`config.mk`:
```
export PLATFORM = sky130hd
export DESIGN_NAME = char_lcd_4bit_write_sequencer
export DESIGN_NICKNAME = d
export VERILOG_FILES = /design/src/hw/rtl/lcd4_pkg.sv /design/src/hw/rtl/lcd4_bcd_cell.sv /design/src/hw/rtl/char_lcd_4bit_write_sequencer.sv
export SDC_FILE = /design/constraint.sdc
export NUM_CORES = 1
export LEC_CHECK = 0
export BUFFER_PORTS_ARGS = -buffer_cell sky130_fd_sc_hd__buf_4
export CORE_MARGIN = 2
export CORE_UTILIZATION = 40
export CTS_BUF_LIST = sky130_fd_sc_hd__clkbuf_16
export DETAILED_ROUTE_END_ITERATION = 6
export HOLD_SLACK_MARGIN = 0.08
export PLACE_DENSITY = 0.58
export SLEW_MARGIN = 20
export SYNTH_ARGS = -nofsm -noshare
export SYNTH_HDL_FRONTEND = slang
export SYNTH_SLANG_ARGS = --single-unit
```
`constraint.sdc`:
```
create_clock -name clk -period 4.53 [get_ports clk]
set_clock_uncertainty 0.05 [all_clocks]
set_input_delay 0.453 -clock clk [delete_from_list [all_inputs] [get_ports clk]]
set_output_delay 0.453 -clock clk [all_outputs]
set_load 0.005 [all_outputs]
```
`src/hw/rtl/lcd4_pkg.sv`:
```
// ----------------------------------------------------------------------------
// lcd4_pkg
// Shared constants for the character display 4-bit write sequencer.
// ----------------------------------------------------------------------------
package lcd4_pkg;

    localparam int LINE_COLUMNS_DEF = 40;
    localparam int SETTLE_MS_DEF    = 5;

    localparam int NUM_WIDTH  = 32;
    localparam int NUM_DIGITS = 10;
    localparam int INIT_LEN   = 7;

    localparam logic [2:0] FUNC_CMD    = 3'd0;
    localparam logic [2:0] FUNC_CHAR   = 3'd1;
    localparam logic [2:0] FUNC_INT    = 3'd2;
    localparam logic [2:0] FUNC_CURSOR = 3'd3;
    localparam logic [2:0] FUNC_INIT   = 3'd4;
    localparam logic [2:0] FUNC_CLEAR  = 3'd5;

    localparam logic [1:0] CELL_HOLD   = 2'd0;
    localparam logic [1:0] CELL_CLEAR  = 2'd1;
    localparam logic [1:0] CELL_DABBLE = 2'd2;
    localparam logic [1:0] CELL_SHIFT  = 2'd3;

    localparam logic [7:0] CMD_CLEAR   = 8'h01;
    localparam logic [7:0] LINE0_BASE  = 8'h80;
    localparam logic [7:0] LINE1_BASE  = 8'hC0;
    localparam logic [7:0] ASCII_ZERO  = 8'd48;
    localparam logic [7:0] ASCII_MINUS = 8'h2D;

    localparam logic [7:0] INIT_CMDS [INIT_LEN] =
        '{8'h33, 8'h32, 8'h28, 8'h0C, 8'h01, 8'h06, 8'h02};

    typedef struct packed {
        logic [1:0] op;
    } cell_ctl_t;

endpackage

```
`src/hw/rtl/lcd4_bcd_cell.sv`:
```
// ----------------------------------------------------------------------------
// lcd4_bcd_cell
// One decimal digit of the conversion chain: clear, shift-add-3 step, or a digit
// move from the lower neighbor while leading zeros are skipped and the number is printed.
// ----------------------------------------------------------------------------
module lcd4_bcd_cell
    import lcd4_pkg::*;
(
    input  logic       clk,
    input  logic       rst_n,
    input  cell_ctl_t  ctl,
    input  logic       bit_in,
    input  logic [3:0] digit_in,
    output logic       bit_out,
    output logic [3:0] digit
);

    logic [3:0] digit_reg;
    logic [3:0] digit_next;
    logic [3:0] adj;

    assign adj     = (digit_reg >= 4'd5) ? digit_reg + 4'd3 : digit_reg;
    assign bit_out = adj[3];
    assign digit   = digit_reg;

    always_comb
    begin
        digit_next = digit_reg;
        case (ctl.op)
            CELL_CLEAR:  digit_next = 4'd0;
            CELL_DABBLE: digit_next = {adj[2:0], bit_in};
            CELL_SHIFT:  digit_next = digit_in;
            default:     digit_next = digit_reg;
        endcase
    end

    always_ff @(posedge clk or negedge rst_n)
    begin
        if (!rst_n)
        begin
            digit_reg <= 4'd0;
        end
        else
        begin
            digit_reg <= digit_next;
        end
    end

endmodule

```
`src/hw/rtl/char_lcd_4bit_write_sequencer.sv`:
```
// ----------------------------------------------------------------------------
// char_lcd_4bit_write_sequencer
// Turns one request into the enable strobes of a 4-bit character display bus.
// ----------------------------------------------------------------------------
// Sequence: an accepted request goes to emission, or for an integer first
//   through bit-serial conversion in the decimal cell chain and a skip of
//   leading zeros. Throughput: one strobe per cycle while emitting; strobes
//   cannot be stalled, and busy blocks a new request until the last strobe.
// Reset: asynchronous, clears the sequencer to idle with no strobe pending.
module char_lcd_4bit_write_sequencer
    import lcd4_pkg::*;
#(
    parameter int LINE_COLUMNS = LINE_COLUMNS_DEF,
    parameter int SETTLE_MS    = SETTLE_MS_DEF
)
(
    input  logic        clk,
    input  logic        rst_n,
    input  logic        start,
    output logic        busy,
    input  logic [2:0]  func,
    input  logic [7:0]  byte_value,
    input  logic signed [31:0] number,
    input  logic        row,
    input  logic [5:0]  column,
    output logic        strobe,
    output logic        reg_select,
    output logic [3:0]  nibble,
    output logic [3:0]  wait_ms,
    output logic        last
);

    localparam logic [3:0] WAIT_BYTE = 4'((SETTLE_MS > 15) ? 15 : SETTLE_MS);
    localparam logic [3:0] WAIT_REQ  = 4'((2 * SETTLE_MS > 15) ? 15 : 2 * SETTLE_MS);
    localparam logic [5:0] COL_MAX   = 6'(LINE_COLUMNS - 1);

    localparam logic [1:0] ST_IDLE = 2'd0;
    localparam logic [1:0] ST_CONV = 2'd1;
    localparam logic [1:0] ST_SKIP = 2'd2;
    localparam logic [1:0] ST_EMIT = 2'd3;

    logic [1:0]  state_reg, state_next;
    logic [2:0]  func_reg, func_next;
    logic [7:0]  byte_reg, byte_next;
    logic        neg_reg, neg_next;
    logic [31:0] mag_reg, mag_next;
    logic [4:0]  bit_cnt_reg, bit_cnt_next;
    logic [3:0]  dig_left_reg, dig_left_next;
    logic [2:0]  idx_reg, idx_next;
    logic        half_reg, half_next;

    logic        strobe_reg, strobe_next;
    logic        rs_reg, rs_next;
    logic [3:0]  nib_reg, nib_next;
    logic [3:0]  wait_reg, wait_next;
    logic        last_reg, last_next;

    cell_ctl_t   cell_ctl;
    logic [NUM_DIGITS-1:0] cell_bit;
    logic [3:0]  cell_digit [NUM_DIGITS];

    logic        accept;
    logic [5:0]  col_sat;
    logic [7:0]  cursor_byte;
    logic [7:0]  cur_byte;
    logic        cur_rs;
    logic        cur_final;
    logic [3:0]  end_wait;

    genvar g;
    generate
        for (g = 0; g < NUM_DIGITS; g++)
        begin : g_cell
            lcd4_bcd_cell u_cell (
                .clk      (clk),
                .rst_n    (rst_n),
                .ctl      (cell_ctl),
                .bit_in   ((g == 0) ? mag_reg[NUM_WIDTH-1] : cell_bit[(g == 0) ? 0 : g-1]),
                .digit_in ((g == 0) ? 4'd0 : cell_digit[(g == 0) ? 0 : g-1]),
                .bit_out  (cell_bit[g]),
                .digit    (cell_digit[g])
            );
        end
    endgenerate

    assign busy   = (state_reg != ST_IDLE);
    assign accept = start && !busy;

    assign col_sat     = ({1'b0, column} >= 7'(LINE_COLUMNS)) ? COL_MAX : column;
    assign cursor_byte = (row ? LINE1_BASE : LINE0_BASE) + {2'b00, col_sat};

    always_comb
    begin
        cur_byte  = byte_reg;
        cur_rs    = 1'b0;
        cur_final = 1'b1;
        end_wait  = WAIT_REQ;
        unique case (func_reg)
            FUNC_CMD:
            begin
                end_wait = WAIT_BYTE;
            end
            FUNC_CHAR:
            begin
                cur_rs   = 1'b1;
                end_wait = WAIT_BYTE;
            end
            FUNC_INT:
            begin
                cur_rs    = 1'b1;
                cur_byte  = neg_reg ? ASCII_MINUS
                                    : ASCII_ZERO + {4'd0, cell_digit[NUM_DIGITS-1]};
                cur_final = !neg_reg && (dig_left_reg == 4'd1);
            end
            FUNC_INIT:
            begin
                cur_byte  = INIT_CMDS[idx_reg];
                cur_final = (idx_reg == 3'(INIT_LEN - 1));
            end
            default:
            begin
            end
        endcase
    end

    always_comb
    begin
        state_next    = state_reg;
        func_next     = func_reg;
        byte_next     = byte_reg;
        neg_next      = neg_reg;
        mag_next      = mag_reg;
        bit_cnt_next  = bit_cnt_reg;
        dig_left_next = dig_left_reg;
        idx_next      = idx_reg;
        half_next     = half_reg;
        cell_ctl.op   = CELL_HOLD;
        strobe_next   = 1'b0;
        rs_next       = rs_reg;
        nib_next      = nib_reg;
        wait_next     = wait_reg;
        last_next     = 1'b0;

        unique case (state_reg)
            ST_IDLE:
            begin
                if (accept)
                begin
                    func_next     = func;
                    idx_next      = 3'd0;
                    half_next     = 1'b0;
                    bit_cnt_next  = 5'd0;
                    dig_left_next = 4'(NUM_DIGITS);
                    neg_next      = number[31];
                    mag_next      = number[31] ? 32'd0 - $unsigned(number) : $unsigned(number);
                    case (func) inside
                        FUNC_CMD, FUNC_CHAR: byte_next = byte_value;
                        FUNC_CURSOR:         byte_next = cursor_byte;
                        default:             byte_next = CMD_CLEAR;
                    endcase
                    case (func) inside
                        FUNC_INT:
                        begin
                            cell_ctl.op = CELL_CLEAR;
                            state_next  = ST_CONV;
                        end
                        FUNC_CMD, FUNC_CHAR, FUNC_CURSOR, FUNC_INIT, FUNC_CLEAR:
                        begin
                            state_next = ST_EMIT;
                        end
                        default:
                        begin
                            state_next = ST_IDLE;
                        end
                    endcase
                end
            end
            ST_CONV:
            begin
                cell_ctl.op  = CELL_DABBLE;
                mag_next     = {mag_reg[NUM_WIDTH-2:0], 1'b0};
                bit_cnt_next = bit_cnt_reg + 5'd1;
                if (bit_cnt_reg == 5'(NUM_WIDTH - 1))
                begin
                    state_next = ST_SKIP;
                end
            end
            ST_SKIP:
            begin
                if ((cell_digit[NUM_DIGITS-1] == 4'd0) && (dig_left_reg > 4'd1))
                begin
                    cell_ctl.op   = CELL_SHIFT;
                    dig_left_next = dig_left_reg - 4'd1;
                end
                else
                begin
                    state_next = ST_EMIT;
                end
            end
            ST_EMIT:
            begin
                strobe_next = 1'b1;
                rs_next     = cur_rs;
                nib_next    = half_reg ? cur_byte[3:0] : cur_byte[7:4];
                wait_next   = half_reg ? (cur_final ? end_wait : WAIT_BYTE) : 4'd0;
                last_next   = half_reg && cur_final;
                half_next   = !half_reg;
                if (half_reg)
                begin
                    if (cur_final)
                    begin
                        state_next = ST_IDLE;
                    end
                    else if (func_reg == FUNC_INT)
                    begin
                        if (neg_reg)
                        begin
                            neg_next = 1'b0;
                        end
                        else
                        begin
                            cell_ctl.op   = CELL_SHIFT;
                            dig_left_next = dig_left_reg - 4'd1;
                        end
                    end
                    else
                    begin
                        idx_next = idx_reg + 3'd1;
                    end
                end
            end
            default:
            begin
                state_next = ST_IDLE;
            end
        endcase
    end

    always_ff @(posedge clk or negedge rst_n)
    begin
        if (!rst_n)
        begin
            state_reg  <= ST_IDLE;
            strobe_reg <= 1'b0;
            last_reg   <= 1'b0;
        end
        else
        begin
            state_reg  <= state_next;
            strobe_reg <= strobe_next;
            last_reg   <= last_next;
        end
    end

    always_ff @(posedge clk)
    begin
        func_reg     <= func_next;
        byte_reg     <= byte_next;
        neg_reg      <= neg_next;
        mag_reg      <= mag_next;
        bit_cnt_reg  <= bit_cnt_next;
        dig_left_reg <= dig_left_next;
        idx_reg      <= idx_next;
        half_reg     <= half_next;
        rs_reg       <= rs_next;
        nib_reg      <= nib_next;
        wait_reg     <= wait_next;
    end

    assign strobe     = strobe_reg;
    assign reg_select = rs_reg;
    assign nibble     = nib_reg;
    assign wait_ms    = wait_reg;
    assign last       = last_reg;

    a_done_on_last: assert property (@(posedge clk) disable iff (!rst_n)
        $fell(busy) |-> strobe && last)
        else $error("busy dropped without a final strobe");

    a_last_waits: assert property (@(posedge clk) disable iff (!rst_n)
        strobe && last |-> wait_ms != 4'd0)
        else $error("final strobe without settle time");

    a_high_not_last: assert property (@(posedge clk) disable iff (!rst_n)
        strobe && (wait_ms == 4'd0) |-> !last)
        else $error("high nibble marked as final strobe");

    a_strobe_busy: assert property (@(posedge clk) disable iff (!rst_n)
        strobe && !last |-> busy)
        else $error("strobe outside a request");

endmodule
```
==> results of run 1 <==
-- through the flow --
| stage | utilization, % | cells | power [mW] | hold slack, ns | instance area, um^2 |
|---|---|---|---|---|---|
| 3_3_place_gp | 45.3 | 945 | 4.42 | 0.425 | 7570 |
| 6_report | 47.3 | 963 | 5.33 | 0.295 | 7900 |
| 2_1_floorplan | - | 687 | 3.82 | 0.107 | 6870 |
| 3_5_place_dp | 45.3 | 945 | 4.53 | 0.427 | 7570 |
| 4_1_cts | 47.1 | 962 | 5.34 | 0.287 | 7870 |
| 5_1_grt | 47.3 | 963 | 5.79 | 0.298 | 7900 |
-- final cells by class --
type | instances | area (um^2) | share of cell area [%]
Timing Repair Buffer | 77 | 601 | 7.61
Inverter | 39 | 146 | 1.85
Clock buffer | 9 | 225 | 2.85
Multi-Input combinational cell | 503 | 3560 | 45.1
Sequential cell | 108 | 3020 | 38.3
Clock inverter | 7 | 66.3 | 0.840
Tap cell | 220 | 275 | 3.49
-- power by group --
| group | total, mW | switching [mW] | internal [mW] |
|---|---|---|---|
| clock | 0.789 | 0.363 | 0.426 |
| combinational | 2.51 | 1.39 | 1.12 |
| sequential | 2.03 | 0.401 | 1.62 |
-- cells in the final DEF (no fill, tap or decap), drive strengths merged, types with 4 or more instances in the layout --
cell type,synthesis,layout
dfrtp,44,44
xnor2,19,19
o22ai,4,4
and2,14,14
clkinv,1,4
nor4,31,31
xor2,25,25
buf,11,76
inv,38,39
mux2i,4,4
o21ai,67,67
nand2,66,66
or2,12,12
nor3,8,8
nor2,23,23
nor3b,11,11
nand2b,21,21
o41ai,20,20
o31ai,9,9
a221o,37,37
clkbuf,26,9
or4,4,4
edfxtp,64,64
a21oi,37,37
o211ai,4,4
nor2b,4,4
ha,37,37
nand3,11,11
-- worst max-delay path by stage --
| stage | slack [ns] | start | endpoint | cells after the start |
|---|---|---|---|---|
| 4_1_cts | 1.45 | state_reg[1] | g_cell[8].u_cell.digit[3] | 9 |
| 2_1_floorplan | 0.28 | state_reg[1] | bit_cnt_reg[0] | 4 |
| 5_1_grt | 1.17 | state_reg[1] | g_cell[9].u_cell.digit[3] | 9 |
| 6_report | 1.46 | state_reg[1] | g_cell[8].u_cell.digit[3] | 9 |
| 3_5_place_dp | 1.45 | state_reg[1] | g_cell[1].u_cell.digit[3] | 9 |
| 3_3_place_gp | 1.60 | state_reg[1] | g_cell[1].u_cell.digit[3] | 9 |
-- what timing repair did --
item,in CTS,in global routing
gates resized for setup,0,0
hold buffers,1,0
hold endpoints to repair,44,0
-- routing by layer --
layer | wire length (um) | GRT usage (%)
met5 | 0 | 0
met4 | 250 | 6.08
met3 | 631 | 3.72
met2 | 7070 | 27.2
met1 | 7360 | 24.9
-- kinds of logic (layout without fill, tap and decap cells) --
group | count (synthesis) | after routing
adders and majority gates | 37 | 37
DFF | 108 | 108
xor gates and xnor gates | 44 | 44
and+or+nand+nor | 218 | 218
muxes | 7 | 7
AOI/OAI and AO/OA | 197 | 197
buffers and inverters | 76 | 132
==> flow_summary.toml, run 1 <==
[global_route]
grt_util_all_layers_pct = 17.7
grt_pass1_vias = 5214
antenna_found_initial = 0
grt_pass1_wl_mm = 26.1
overflow = 0
grt_max_degree = 60

[floorplanning]
die_height_um = 135
io-pin-count = 65
start_util_pct = 41.1
die_area_mm2 = 0.0182
core-area_mm2 = 0.0167
die_w_um = 135
num_rows = 47

[finish]
fin_nets = 828
drive_gt1_share_pct = 16.6
largest_reg_flops = 40
fill_cells = 1554
syn_to_final_growth_pct = 14.9
antenna_cells = 0

[synthesis]
synth-edff-count = 64
synthAdderAreaFrac_pct = 6.74
synthSimpleGateAreaFrac_pct = 17.4
synth_ff_type = "edfxtp_1"
synth_top_cell_by_area = "edfxtp_1"
syn_area_per_cell_um2 = 10.0
synth_top_area_share_pct = 28.0
yosysWarnings = 0
synth_cell_type_count = 62
yosys-top-cells-area = "edfxtp_1, dfrtp_1, ha_1"
synth_top_family_by_area = "compound AO/OA/AOI/OAI gates"
syn-num-nets = 777
synthMuxAreaShare_pct = 1.13
yosysMostFrequentCell = "nand2_1"
synth_compound_area_share_pct = 20.6
synthCells = 687
ys_seq_elements = 108
synth-seq-area-share_pct = 44.0
synthTopCellsByCount = "nand2_1, edfxtp_1, o21ai_0, dfrtp_1, inv_1"
syn_area_mm2 = 0.00687
synth_xor_area_share_pct = 5.61
async_flop_share_pct = 40.7

[clock_tree]
cts_setup_buffers = 0
root_buffer = "clkbuf_16"
insertion_delay_ns = 0.36
clk_pin_slew_ns = 0.07
clockBufferDepth = 2
tritoncts = "yes"
cts_sinks = 108
cts-buffers-inserted = 9
cts_max_level = 3

[power]
p_leak_nw = 3.08
power_density_mw_per_mm2 = 675
irDropWorstVdd_uv = 278

[worst_hold_path]
hp-class = "in2reg"
hp-start = "func[0]"
holdPathStages = 1
hold_path_end = "func_reg[0]"

[drt]
drc_errors = 0
routed_wl_mm = 15.3
ant_nets = 0
dr.first_iter.drc_count = 325
vias = 5384
drt-vias-per-instance = 5.59
routedWlPerCell_um = 15.9
dr.pass1.iters = 5

[place]
placement.setup.worst_slack_ns = 1.45
gp_congestion = 0.886
dp_hpwl_mm = 10.8
io_buffers = 64

[sta]
hold_viol = 0
rsz0062_at_grt = "false"
fin_crit_ns = 3.07
slew_headroom_pct = 40.7
setup_slack_ns = 1.46
fin_crit_sh_pct = 67.8
fin_setup_tns_ns = 0
tightestPinTransition_ns = 0.882
setup_viol = 0
maxSlewViolCount = 0
max_freq_mhz = 326

[setup_path]
cp_top_family = "buffers and inverters"
arrival_ns = 3.27
path_buf_inv = 3
r2r-start = "state_reg[1]"
path_max_fanout = 20
crit_chain = "inv_1 -> ha_1 -> nand2_1 -> inv_1 -> nand3_1 -> o21ai_2 -> buf_4 -> o41ai_1 -> a221o_1"
setup.worst_path.end_class = "flop"
r2r_cells = 9
cp_common_cell = "inv_1"
cpPeakStageDelay_ns = 0.46
slowest_stage = "dfrtp_1"
required_ns = 4.73
r2r_setup_slack_ns = 1.46
critical_path_class = "reg2reg"
critPathLaunchType = "flop"
r2r-end = "g_cell[8].u_cell.digit[3]"

[run_status]
outcome = "complete, no violations"

[run]
cap_violations = 0
Power figures use the tool's default switching activity.
==> run 2, diff against run 1 <==
- PLACE_DENSITY: 0.58 -> 0.56
- clock period: 4.53 -> 3.1 ns (I/O delays scaled with it)
==> run 2 against run 1 <==
Against the previous run:
- largest cell class unchanged
- fmax up 7.6%
- setup slack worse by 1.2 ns
- routed wire length up 3.0%
- critical path type unchanged
- clock power up 43%
==> flow_summary.toml, run 2 (synthesis results as in run 1) <==
[finish]
ff_latch_area_mm2 = 0.00302
final_common_cell = "buf_4"
syn_to_final_growth_pct = 15.3
utilization_pct = 47.4
fin_nets = 834
fill_cells = 1606
drive_gt1_share_pct = 17.4
largest_reg_flops = 40
final_cell_mix = "buf_4, nand2_1, edfxtp_1, o21ai_0, dfrtp_1"
antenna_cells = 0
multi_input_area_mm2 = 0.00356

[drt]
vias = 5461
dr.first_iter.drc_count = 282
dr.pass1.iters = 6
drc_errors = 0
routed_wl_mm = 15.8
ant_nets = 0
routedWlPerCell_um = 16.3
drt-vias-per-instance = 5.64

[clock_tree]
insertion_delay_ns = 0.35
tritoncts = "yes"
cts_setup_buffers = 0
clockBufferDepth = 2
clk_pin_slew_ns = 0.07
cts_max_level = 3
cts-buffers-inserted = 9
cts_sinks = 108
root_buffer = "clkbuf_16"

[power]
p_switching_mw = 3.16
swShare_pct = 40.5
power_frac_seq_pct = 37.7
clkPwrFrac_pct = 14.5
combinationalPowerShare_pct = 47.8
p_leak_nw = 3.10
power_density_mw_per_mm2 = 986
p_int_mw = 4.65
irDropWorstVdd_uv = 493

[setup_path]
arrival_ns = 3.04
critPathLaunchType = "flop"
r2r_setup_slack_ns = 0.24
path_max_fanout = 20
r2r-end = "g_cell[4].u_cell.digit[3]"
required_ns = 3.29
r2r-start = "dig_left_reg[0]"
critical_path_class = "reg2reg"
setup.worst_path.end_class = "flop"
r2r_cells = 8

[global_route]
grt_util_all_layers_pct = 17.9
grt_pass1_wl_mm = 26.5
grt_pass1_vias = 5372
grt_max_degree = 60
overflow = 0
antenna_found_initial = 0

[floorplanning]
core-area_mm2 = 0.0167
io-pin-count = 65
die_area_mm2 = 0.0182
num_rows = 47
start_util_pct = 41.1
die_height_um = 135
die_w_um = 135

[worst_hold_path]
hp-start = "func[0]"
hold_path_end = "func_reg[0]"
hp-class = "in2reg"
holdPathStages = 1

[sta]
fin_setup_tns_ns = 0
setup_viol = 0
hold_viol = 0
tightestPinTransition_ns = 0.799
slew_headroom_pct = 46.7
rsz0062_at_grt = "false"
fin_crit_ns = 2.86
max_freq_mhz = 350
fin_crit_sh_pct = 92.1
maxSlewViolCount = 0

[place]
gp_congestion = 0.819
dp_hpwl_mm = 11.0
io_buffers = 64

[run]
cap_violations = 0

[run_status]
outcome = "complete, no violations"
[run 2: cell types whose count changed in the layout (fill, tap and decap cells not counted), sizes merged]
cell and change:
clkinvlp +2, inv -1, clkinv -2, buf +6
[run 2: layer usage]
metal  track usage [%]  part of all wire [%]  vias to the layer above
met3              4.20                   4.2                       14
met5                 0                     0                        -
met4              4.98                   1.2                        0
met2              28.2                    46                      119
met1              24.8                    48                     2644
li1                  -                     -                     2684
[run 2: power by group through the flow]
stage	combinational (mW)	sequential [mW]	clock (mW)
after floorplan	2.78	2.78	0
after global placement	3.60	2.95	0
after detailed placement	3.74	2.95	0
after CTS	3.76	2.94	1.17
after global routing	4.20	3.05	1.22
final	3.73	2.95	1.13
[run 2: how the worst max path moves through the flow]
stage                          startpoint                        end  slack, ns  cells after the start
after floorplan              state_reg[1]  g_cell[3].u_cell.digit[3]       0.52                      9
after global placement    dig_left_reg[0]  g_cell[4].u_cell.digit[2]       0.16                      7
after detailed placement  dig_left_reg[0]  g_cell[1].u_cell.digit[2]       0.08                      7
after CTS                 dig_left_reg[0]  g_cell[4].u_cell.digit[2]       0.05                      7
after global routing         state_reg[0]  g_cell[4].u_cell.digit[2]       0.06                     10
final                     dig_left_reg[0]  g_cell[4].u_cell.digit[3]       0.24                      8
[run 2: per-stage QoR]
step	total power [mW]	instance area [um^2]	worst slack (ns)	instances	hold slack, ns
2_1_floorplan	5.57	6870	0.520	687	-0.0356
6_report	7.81	7920	0.245	968	0.158
4_1_cts	7.86	7920	0.0550	968	0.146
3_3_place_gp	6.54	7630	0.164	952	0.301
3_5_place_dp	6.70	7630	0.0788	952	0.305
5_1_grt	8.46	7920	0.0618	968	0.146
[run 2: worst max-delay path: stages, from the launching register on]
cell	delay, ns
edfxtp_1	0.45
inv_1	0.09
ha_1	0.20
or3b_2	0.48
a21oi_1	0.35
o31a_1	0.37
buf_4	0.33
o41ai_1	0.13
a221o_1	0.30
[run 2: area by class of cell]
| cell class | instances | share of cell area, % |
|---|---|---|
| Clock inverter | 6 | 0.711 |
| Timing Repair Buffer | 83 | 8.05 |
| Clock buffer | 9 | 2.84 |
| Inverter | 39 | 1.85 |
| Sequential cell | 108 | 38.1 |
| Multi-Input combinational cell | 503 | 44.9 |
| Tap cell | 220 | 3.47 |
[run 2: repair_timing]
item                                   in CTS  in global routing
hold buffers                                1                  0
endpoints found under the hold margin      44                  0
resized for setup                           0                  0
